**config.mk**
```make
export PLATFORM = sky130hd
export DESIGN_NAME = ipmf_seq
export DESIGN_NICKNAME = d
export VERILOG_FILES = /design/src/rtl/core/ipmf_pkg.sv /design/src/rtl/core/ipmf_seq.sv
export SDC_FILE = /design/constraint.sdc
export NUM_CORES = 1
export LEC_CHECK = 0
export BUFFER_PORTS_ARGS = -buffer_cell sky130_fd_sc_hd__buf_2
export CAP_MARGIN = 25
export CORE_MARGIN = 4
export CORE_UTILIZATION = 39
export DETAILED_ROUTE_END_ITERATION = 12
export GPL_TIMING_DRIVEN = 0
export HOLD_SLACK_MARGIN = 0.06
export SETUP_SLACK_MARGIN = 0.02
export SYNTH_ARGS = -nofsm -noshare
export SYNTH_HDL_FRONTEND = slang
export SYNTH_SLANG_ARGS = --single-unit
```
**constraint.sdc**
```tcl
create_clock -name clk -period 4.9 [get_ports clk]
set_input_delay 0.245 -clock clk [delete_from_list [all_inputs] [get_ports clk]]
set_output_delay 0.245 -clock clk [all_outputs]
set_load 0.05 [all_outputs]
```
**src/rtl/core/ipmf_pkg.sv**
```systemverilog
// ----------------------------------------------------------------------------
// ipmf_pkg
// Shared types, codes and helpers of the IPv4 mask/compare filter table.
// ----------------------------------------------------------------------------
`default_nettype none
package ipmf_pkg;

  localparam int unsigned TABLE_DEPTH_DEF = 1024;

  localparam logic [1:0] REQ_ADD    = 2'd0;
  localparam logic [1:0] REQ_REMOVE = 2'd1;
  localparam logic [1:0] REQ_CHECK  = 2'd2;
  localparam logic [1:0] REQ_UNUSED = 2'd3;

  localparam logic [1:0] ST_DONE      = 2'd0;
  localparam logic [1:0] ST_FULL      = 2'd1;
  localparam logic [1:0] ST_NOT_FOUND = 2'd2;

  localparam logic [31:0] FREE_MARK  = 32'hffff_ffff;
  localparam logic [7:0]  OCTET_ONES = 8'hff;

  typedef struct packed {
    logic [1:0]  req_type;
    logic [31:0] address;
  } in_beat_t;

  typedef struct packed {
    logic        blocked;
    logic [1:0]  status;
    logic [10:0] entry_count;
  } out_beat_t;

  typedef struct packed {
    logic [31:0] mask;
    logic [31:0] compare;
  } entry_t;

  function automatic logic [31:0] mask_of(input logic [31:0] addr);
    logic [31:0] m;
    m = '0;
    for (int k = 0; k < 4; k++) begin
      if (addr[8*k +: 8] != 8'd0) m[8*k +: 8] = OCTET_ONES;
    end
    return m;
  endfunction

endpackage
`default_nettype wire

```
**src/rtl/core/ipmf_seq.sv**
```systemverilog
// ----------------------------------------------------------------------------
// ipmf_seq
// Request sequencer: pipelined table scan, slot write and shift-down on remove.
// ----------------------------------------------------------------------------
`default_nettype none
module ipmf_seq
  import ipmf_pkg::*;
#(
  parameter int unsigned TABLE_DEPTH = TABLE_DEPTH_DEF,
  localparam int unsigned IW = $clog2(TABLE_DEPTH),
  localparam int unsigned CW = $clog2(TABLE_DEPTH + 1)
) (
  input  wire logic          clk,
  input  wire logic          rst_n,
  input  wire logic          start,
  input  wire in_beat_t      req,
  input  wire logic          ban_mode,
  output logic               busy,
  output logic               out_valid,
  output out_beat_t          out_data,
  output logic               mem_we,
  output logic [IW-1:0]      mem_waddr,
  output entry_t             mem_wdata,
  output logic [IW-1:0]      mem_raddr,
  input  wire entry_t        mem_rdata
);

  localparam logic [1:0] S_IDLE  = 2'd0;
  localparam logic [1:0] S_SCAN  = 2'd1;
  localparam logic [1:0] S_SHIFT = 2'd2;

  logic [1:0]    state_r, state_nxt;
  logic [CW-1:0] count_r, count_nxt;
  logic [CW-1:0] rd_idx_r, rd_idx_nxt;
  logic [IW-1:0] eidx_r, eidx_nxt;
  logic          dv_r, dv_nxt;
  in_beat_t      req_r, req_nxt;
  logic          out_valid_r, out_valid_nxt;
  out_beat_t     out_r, out_nxt;
  logic          hit;
  logic [31:0]   amask;

  assign amask = mask_of(req_r.address);

  always_comb begin
    unique case (req_r.req_type)
      REQ_ADD:    hit = (mem_rdata.compare == FREE_MARK);
      REQ_REMOVE: hit = (mem_rdata.mask == amask) && (mem_rdata.compare == req_r.address);
      REQ_CHECK:  hit = ((req_r.address & mem_rdata.mask) == mem_rdata.compare);
      default:    hit = 1'b0;
    endcase
  end

  always_comb begin
    state_nxt     = state_r;
    count_nxt     = count_r;
    rd_idx_nxt    = rd_idx_r;
    eidx_nxt      = eidx_r;
    dv_nxt        = 1'b0;
    req_nxt       = req_r;
    out_valid_nxt = 1'b0;
    out_nxt       = out_r;
    mem_we        = 1'b0;
    mem_waddr     = eidx_r;
    mem_wdata     = mem_rdata;
    mem_raddr     = rd_idx_r[IW-1:0];
    unique case (state_r)
      S_IDLE: begin
        if (start) begin
          req_nxt    = req;
          rd_idx_nxt = '0;
          if (req.req_type == REQ_ADD || req.req_type == REQ_REMOVE ||
              req.req_type == REQ_CHECK) begin
            state_nxt = S_SCAN;
          end else begin
            out_valid_nxt = 1'b1;
            out_nxt       = '{blocked: 1'b0, status: ST_DONE, entry_count: 11'(count_r)};
          end
        end
      end
      S_SCAN: begin
        if (dv_r && hit) begin
          unique case (req_r.req_type)
            REQ_ADD: begin
              mem_we        = 1'b1;
              mem_wdata     = '{mask: amask, compare: req_r.address};
              state_nxt     = S_IDLE;
              out_valid_nxt = 1'b1;
              out_nxt       = '{blocked: 1'b0, status: ST_DONE, entry_count: 11'(count_r)};
            end
            REQ_REMOVE: begin
              rd_idx_nxt = CW'(eidx_r) + CW'(1);
              state_nxt  = S_SHIFT;
            end
            default: begin
              state_nxt     = S_IDLE;
              out_valid_nxt = 1'b1;
              out_nxt       = '{blocked: ban_mode, status: ST_DONE,
                                entry_count: 11'(count_r)};
            end
          endcase
        end else if (rd_idx_r < count_r) begin
          dv_nxt     = 1'b1;
          eidx_nxt   = rd_idx_r[IW-1:0];
          rd_idx_nxt = rd_idx_r + CW'(1);
        end else if (!dv_r) begin
          state_nxt     = S_IDLE;
          out_valid_nxt = 1'b1;
          unique case (req_r.req_type)
            REQ_ADD: begin
              if (count_r == CW'(TABLE_DEPTH)) begin
                out_nxt = '{blocked: 1'b0, status: ST_FULL, entry_count: 11'(count_r)};
              end else begin
                mem_we    = 1'b1;
                mem_waddr = count_r[IW-1:0];
                mem_wdata = '{mask: amask, compare: req_r.address};
                count_nxt = count_r + CW'(1);
                out_nxt   = '{blocked: 1'b0, status: ST_DONE,
                              entry_count: 11'(count_r + CW'(1))};
              end
            end
            REQ_REMOVE: begin
              out_nxt = '{blocked: 1'b0, status: ST_NOT_FOUND, entry_count: 11'(count_r)};
            end
            default: begin
              out_nxt = '{blocked: ~ban_mode, status: ST_DONE, entry_count: 11'(count_r)};
            end
          endcase
        end
      end
      S_SHIFT: begin
        if (dv_r) begin
          mem_we    = 1'b1;
          mem_waddr = eidx_r - IW'(1);
        end
        if (rd_idx_r < count_r) begin
          dv_nxt     = 1'b1;
          eidx_nxt   = rd_idx_r[IW-1:0];
          rd_idx_nxt = rd_idx_r + CW'(1);
        end else if (!dv_r) begin
          count_nxt     = count_r - CW'(1);
          state_nxt     = S_IDLE;
          out_valid_nxt = 1'b1;
          out_nxt       = '{blocked: 1'b0, status: ST_DONE,
                            entry_count: 11'(count_r - CW'(1))};
        end
      end
      default: state_nxt = S_IDLE;
    endcase
  end

  always_ff @(posedge clk) begin
    if (!rst_n) begin
      state_r     <= S_IDLE;
      count_r     <= '0;
      dv_r        <= 1'b0;
      out_valid_r <= 1'b0;
    end else begin
      state_r     <= state_nxt;
      count_r     <= count_nxt;
      dv_r        <= dv_nxt;
      out_valid_r <= out_valid_nxt;
    end
  end

  always_ff @(posedge clk) begin
    rd_idx_r <= rd_idx_nxt;
    eidx_r   <= eidx_nxt;
    req_r    <= req_nxt;
    out_r    <= out_nxt;
  end

  assign busy      = (state_r != S_IDLE);
  assign out_valid = out_valid_r;
  assign out_data  = out_r;

  a_count_range: assert property (@(posedge clk) disable iff (!rst_n)
    count_r <= CW'(TABLE_DEPTH)) else $error("entry count beyond depth");
  a_out_idle: assert property (@(posedge clk) disable iff (!rst_n)
    out_valid_r |-> state_r == S_IDLE) else $error("result while busy");
  a_start_busy: assert property (@(posedge clk) disable iff (!rst_n)
    (start && !busy && req.req_type != REQ_UNUSED) |=> busy) else $error("request dropped");
  a_shift_write: assert property (@(posedge clk) disable iff (!rst_n)
    (state_r == S_SHIFT && dv_r) |-> eidx_r != '0) else $error("shift below slot zero");

endmodule
`default_nettype wire

```
# --- After elaboration in Yosys (flattened, before gate mapping) ---
# Index checks and enable logic that the tools add are counted.
totals:
  reg_bits: 84
  in_bits: 102
  output_inout_bits: 101
  word_cells: 135
op_classes:
  add_sub_neg: 5
  order_cmp: 1
  eq_ne: 25
  n_mux: 71
  n_bitwise: 2
  reduce_logical: 20
ops:
  columns: ["op", "count"]
  rows:
  - ["$mux W64", 7]
  - ["$mux W11", 11]
  - ["$mux W14", 7]
  - ["$eq A32 B32 Y1", 3]
  - ["$mux W10", 8]
  - ["$pmux W14 S2", 2]
  - ["$pmux W14 S3", 1]
  - ["$pmux W10 S2", 2]
  - ["$pmux W11 S3", 1]
  - ["$and A32 B32 Y32", 1]
  - ["$eq A32 B32 Y1 const B", 1]
  - ["$mux W8", 4]
  - ["$reduce_bool A8 Y1", 4]
  - ["$add A11 B1 Y11 const B", 2]
  - ["$pmux W11 S2", 1]
  - ["$ne A2 B2 Y1 const B", 10]
  - ["$reduce_and A8 Y1", 2]
  - ["$mux W1", 15]
  - ["$mux W12", 1]
  - ["$mux W2", 6]
  - ["$ne A3 B3 Y1 const B", 4]
  - ["$add A10 B1 Y11 const B", 1]
  - ["$eq A11 B11 Y1 const B", 1]
  - ["$lt A11 B11 Y1", 1]
  - ["other kinds (15)", 28]

# --- Depth between registers and ports, before layout ---
depth:
  depth_word: 8
  ltp_mapped: 14

# --- Worst setup path after synthesis ---
# OpenSTA, ideal clock, no wires.
synth_timing:
  path_kind: "reg-to-output"
  startpoint: "reg count_r[0]"
  endpoint: "out mem_waddr[7]"
  arrival_ns: 3.624
  slack_ns: 1.031
  path_stages_with_launch: 10
  path_cell_list: "dfxtp_1 > inv_1 > ha_1 > or3b_1 > buf_2 > nand4b_4 > nor4_4 > nor3_1 > nand4_1 > o311ai_0"
synth_via:
  elab_chain_cells: 7
synth_lines:
  columns: ["element", "line_no", "rtl"]
  rows:
  - ["start: declaration", "ipmf_seq.sv:33", "logic [CW-1:0] count_r, count_nxt;"]
  - ["start signal: assignment", "ipmf_seq.sv:160", "count_r <= count_nxt;"]
  - ["$eq A11 B11 Y1", "ipmf_seq.sv:111", "if (count_r == CW'(TABLE_DEPTH)) begin"]
  - ["$mux W10", "ipmf_seq.sv:111", null]
  - ["$mux W10", "ipmf_seq.sv:109", "unique case (req_r.req_type)"]
  - ["$mux W10", "ipmf_seq.sv:106", "end else if (!dv_r) begin"]
  - ["$mux W10 *", "ipmf_seq.sv:102", "end else if (rd_idx_r < count_r) begin"]
  - ["$mux W10 *", "ipmf_seq.sv:82", "if (dv_r && hit) begin"]
  - ["$pmux W10 S2 *", "ipmf_seq.sv:67", "unique case (state_r)"]
  - ["end: declaration", "ipmf_seq.sv:22", "output logic [IW-1:0] mem_waddr,"]
# Every way passes the cells marked *; elsewhere a longest branch is shown, timed or not.

==> out/metrics.yaml <==
final_layout:
  postLayoutCellArea_um2: 9320
  utilization_pct: 50.0
  fillers: 1850
  drive_gt1_share_pct: 27.2
  nNetsFinal: 1188
  multi_input_area_um2: 4610
  ff_latch_area_um2: 2370
  syn_to_final_growth_pct: 26.3
route:
  ant_nets: 0
  vias_per_cell: 5.82
  vias: 7610
  initialDrtViolationCount: 621
  drc: 0
  post_drt_wl_per_cell_um: 21.1
  first_pass_iters: 6
  totalWireLength_um: 27600
placed_design:
  port_buffers: 202
  gp_congestion: 0.916
  placed_area_um2: 8740
  dp_hpwl_um: 21400
floorplanning:
  die-area_um2: 21200
  ios: 203
  dieHeight_um: 146
  initial_utilization_pct: 39.6
  rows: 50
  die_x_um: 146
  core_area_um2: 18600
critical_path:
  path_class: "reg2out"
  crit_required_ns: 4.66
  rrSetupSlack_ns: 1.14
  cpMostUsedCell: "buf_6"
  startpoint_type: "register"
  cp_cell_sequence: "inv_1 -> ha_1 -> or3b_1 -> buf_2 -> nand4b_4 -> nor4_4 -> nand2b_1 -> nor2_1 -> and4_4 -> buf_6 -> o21bai_4 -> buf_6 -> buf_6 -> o21ai_1 -> buf_2"
  endpoint_kind: "primary output"
  r2r-end: "rd_idx_r[7]"
  critical-path-max-stage-delay_ns: 0.42
  crit_arrival_ns: 4.05
  r2r_cells: 12
  r2r-start: "req_r[33]"
  path_max_fanout: 10
  crit_slowest_cell: "dfxtp_1"
global_route:
  grt-ovfl-total: 0
  first_global_vias: 7246
  track_usage_pct: 25.4
  antenna_found_initial: 3
  grt_pass1_wl_um: 42500
  grt_max_degree: 19
timing:
  rsz0062_at_grt: "no"
  max_freq_ghz: 0.233
  min_period_ns: 4.29
  maxSlewViolCount: 0
  hold_viol_final: 0
  maxSlewHeadroom_pct: 34.2
  fin_setup_tns_ns: 0
  clock_skew_ns: 0.0109
  period_share_pct: 87.6
  worstMarginPinSlew_ns: 0.985
  setup_violations: 0
synth:
  ys_top_cells_by_area: "edfxtp_1 (28%), mux2_4 (6.1%), xnor2_1 (5.2%), o21a_1 (4.3%), dfxtp_1 (4.1%)"
  synth_common_cells: "nand2_1 (76), edfxtp_1 (69), a21oi_1 (52)"
  synth_top_area_share_pct: 28.1
  yosysTopAreaCell: "edfxtp_1"
  synth_seq_area_share_pct: 32.1
  synth-async-reset-ratio_pct: 0
  syn_area_per_cell_um2: 8.91
  syn_nets: 949
  syn_inst: 828
  synth-seq-cells: 84
  synth_enable_flop_cells: 69
  netlist_area_um2: 7380
  dominantRegCellSynth: "edfxtp_1"
  yosys.cell_types.count: 71
  yosys_warnings: 0
  synth_most_common_cell: "nand2_1"
clock_tree:
  cts_max_path_buffers: 2
  htreeDepth: 3
  cts_sinks: 84
  cts_buffers: 9
  tritoncts: "yes"
  cts-root-buf: "clkbuf_16"
  path_clk_slew_ns: 0.06
  insertion_delay_ns: 0.35
hold_path:
  min_from: "req[26]"
  holdPathEnd: "req_r[26]"
  holdPathStages: 1
  hp-class: "in2reg"
status:
  status: "complete, no violations"
flow_run:
  drv_cap: 0
pwr:
  p_per_area_nw_per_um2: 263
  worst_ir_drop_vdd_v: 0.000167
  p_leak_nw: 3.73
-- cell families (layout without fill, tap and decap cells) --
kind of cell	Yosys count	after routing	share of synthesized area, %
xor+xnor	68	68	8.07
buf+inv	78	322	5.46
flops	84	84	32.1
fa+ha+maj	19	19	3.22
other cells	0	2	0
mux	38	38	7.22
simple gates	304	304	22.3
compound gates	237	237	21.6
-- critical path, delay by kind of cell (launching register included) --
kind	cells	cell delay [ns]
AND/OR/NAND/NOR	6	1.41
AO/OA/AOI/OAI	2	0.39
adder cells (fa/ha/maj)	1	0.24
flip-flops	1	0.42
buffers and inverters	6	1.19
-- through the flow --
step,std cells,power [mW],setup WS (ns),hold slack (ns)
2_1_floorplan,828,1.39,1.03,0.344
3_3_place_gp,1264,1.62,0.271,0.423
3_5_place_dp,1267,1.63,1.03,0.423
4_1_cts,1306,2.47,0.628,0.0604
5_1_grt,1308,2.55,0.422,0.0652
6_report,1308,2.45,0.608,0.0744
-- where the power goes --
group | internal, mW | leakage (nW) | switching (mW)
Sequential | 0.829 | 0.794 | 0.0621
Combinational | 0.241 | 2.77 | 0.504
Clock | 0.503 | 0.168 | 0.311
-- worst max-delay path by stage --
stage	startpoint	end
after floorplan	count_r[0]	mem_waddr[7]
after global placement	req_r[32]	out_data[10]
after detailed placement	count_r[0]	mem_wdata[2]
after CTS	count_r[0]	mem_wdata[2]
after global routing	count_r[0]	mem_wdata[2]
final	count_r[0]	mem_wdata[2]
-- cell type report --
class / instances / area share, %
multi-input cells: 666 / 49.5
flip-flops and latches: 84 / 25.5
repair buffers: 228 / 13.8
plain buffers: 51 / 3.24
well taps: 234 / 3.14
clock buffers: 9 / 2.42
clock inverters: 7 / 1.32
inverters: 27 / 1.09
diodes: 2 / 0.0537
-- placed cells by master, fill, tap and decap left out, drive strengths merged, types with 5 or more instances in the layout --
| cell type | instances |
|---|---|
| a21boi | 5 |
| a31oi | 7 |
| nor3b | 5 |
| a21o | 7 |
| nand2 | 76 |
| nand2b | 7 |
| o21a | 42 |
| mux2i | 6 |
| o21ai | 50 |
| xnor2 | 44 |
| nand3 | 40 |
| nor3 | 29 |
| and3 | 28 |
| nand4 | 29 |
| inv | 25 |
| nor2b | 7 |
| mux2 | 32 |
| a22o | 6 |
| a211oi | 14 |
| a22oi | 7 |
| o22ai | 5 |
| clkbuf | 33 |
| a21oi | 52 |
| nor2 | 36 |
| clkinv | 5 |
| dlygate4sd3 | 23 |
| ha | 19 |
| buf | 232 |
| xor2 | 24 |
| edfxtp | 69 |
| dfxtp | 15 |
| or3 | 7 |
| nor4 | 26 |
-- state kept, by name, summed over array words and instances (netlist names) --
register	cells
state_r	2
req_r	34
count_r	11
out_data	14
rd_idx_r	11
eidx_r	10
dv_r	1
out_valid	1
-- per-layer routing --
metal	vias up	GRT usage, %	wire length (µm)
li1	3627	-	-
met3	42	5.36	2200
met2	368	40.1	12700
met1	3571	34.9	12100
met4	2	7.98	556
met5	-	0	20
-- repair_timing --
item                                   CTS  global route
endpoints found under the hold margin   23             0
hold buffers                            23             0
setup endpoints to repair                0             0
buffers inserted                         0             0
gates resized for setup                  0             0
(Power assumes the default switching activity.)
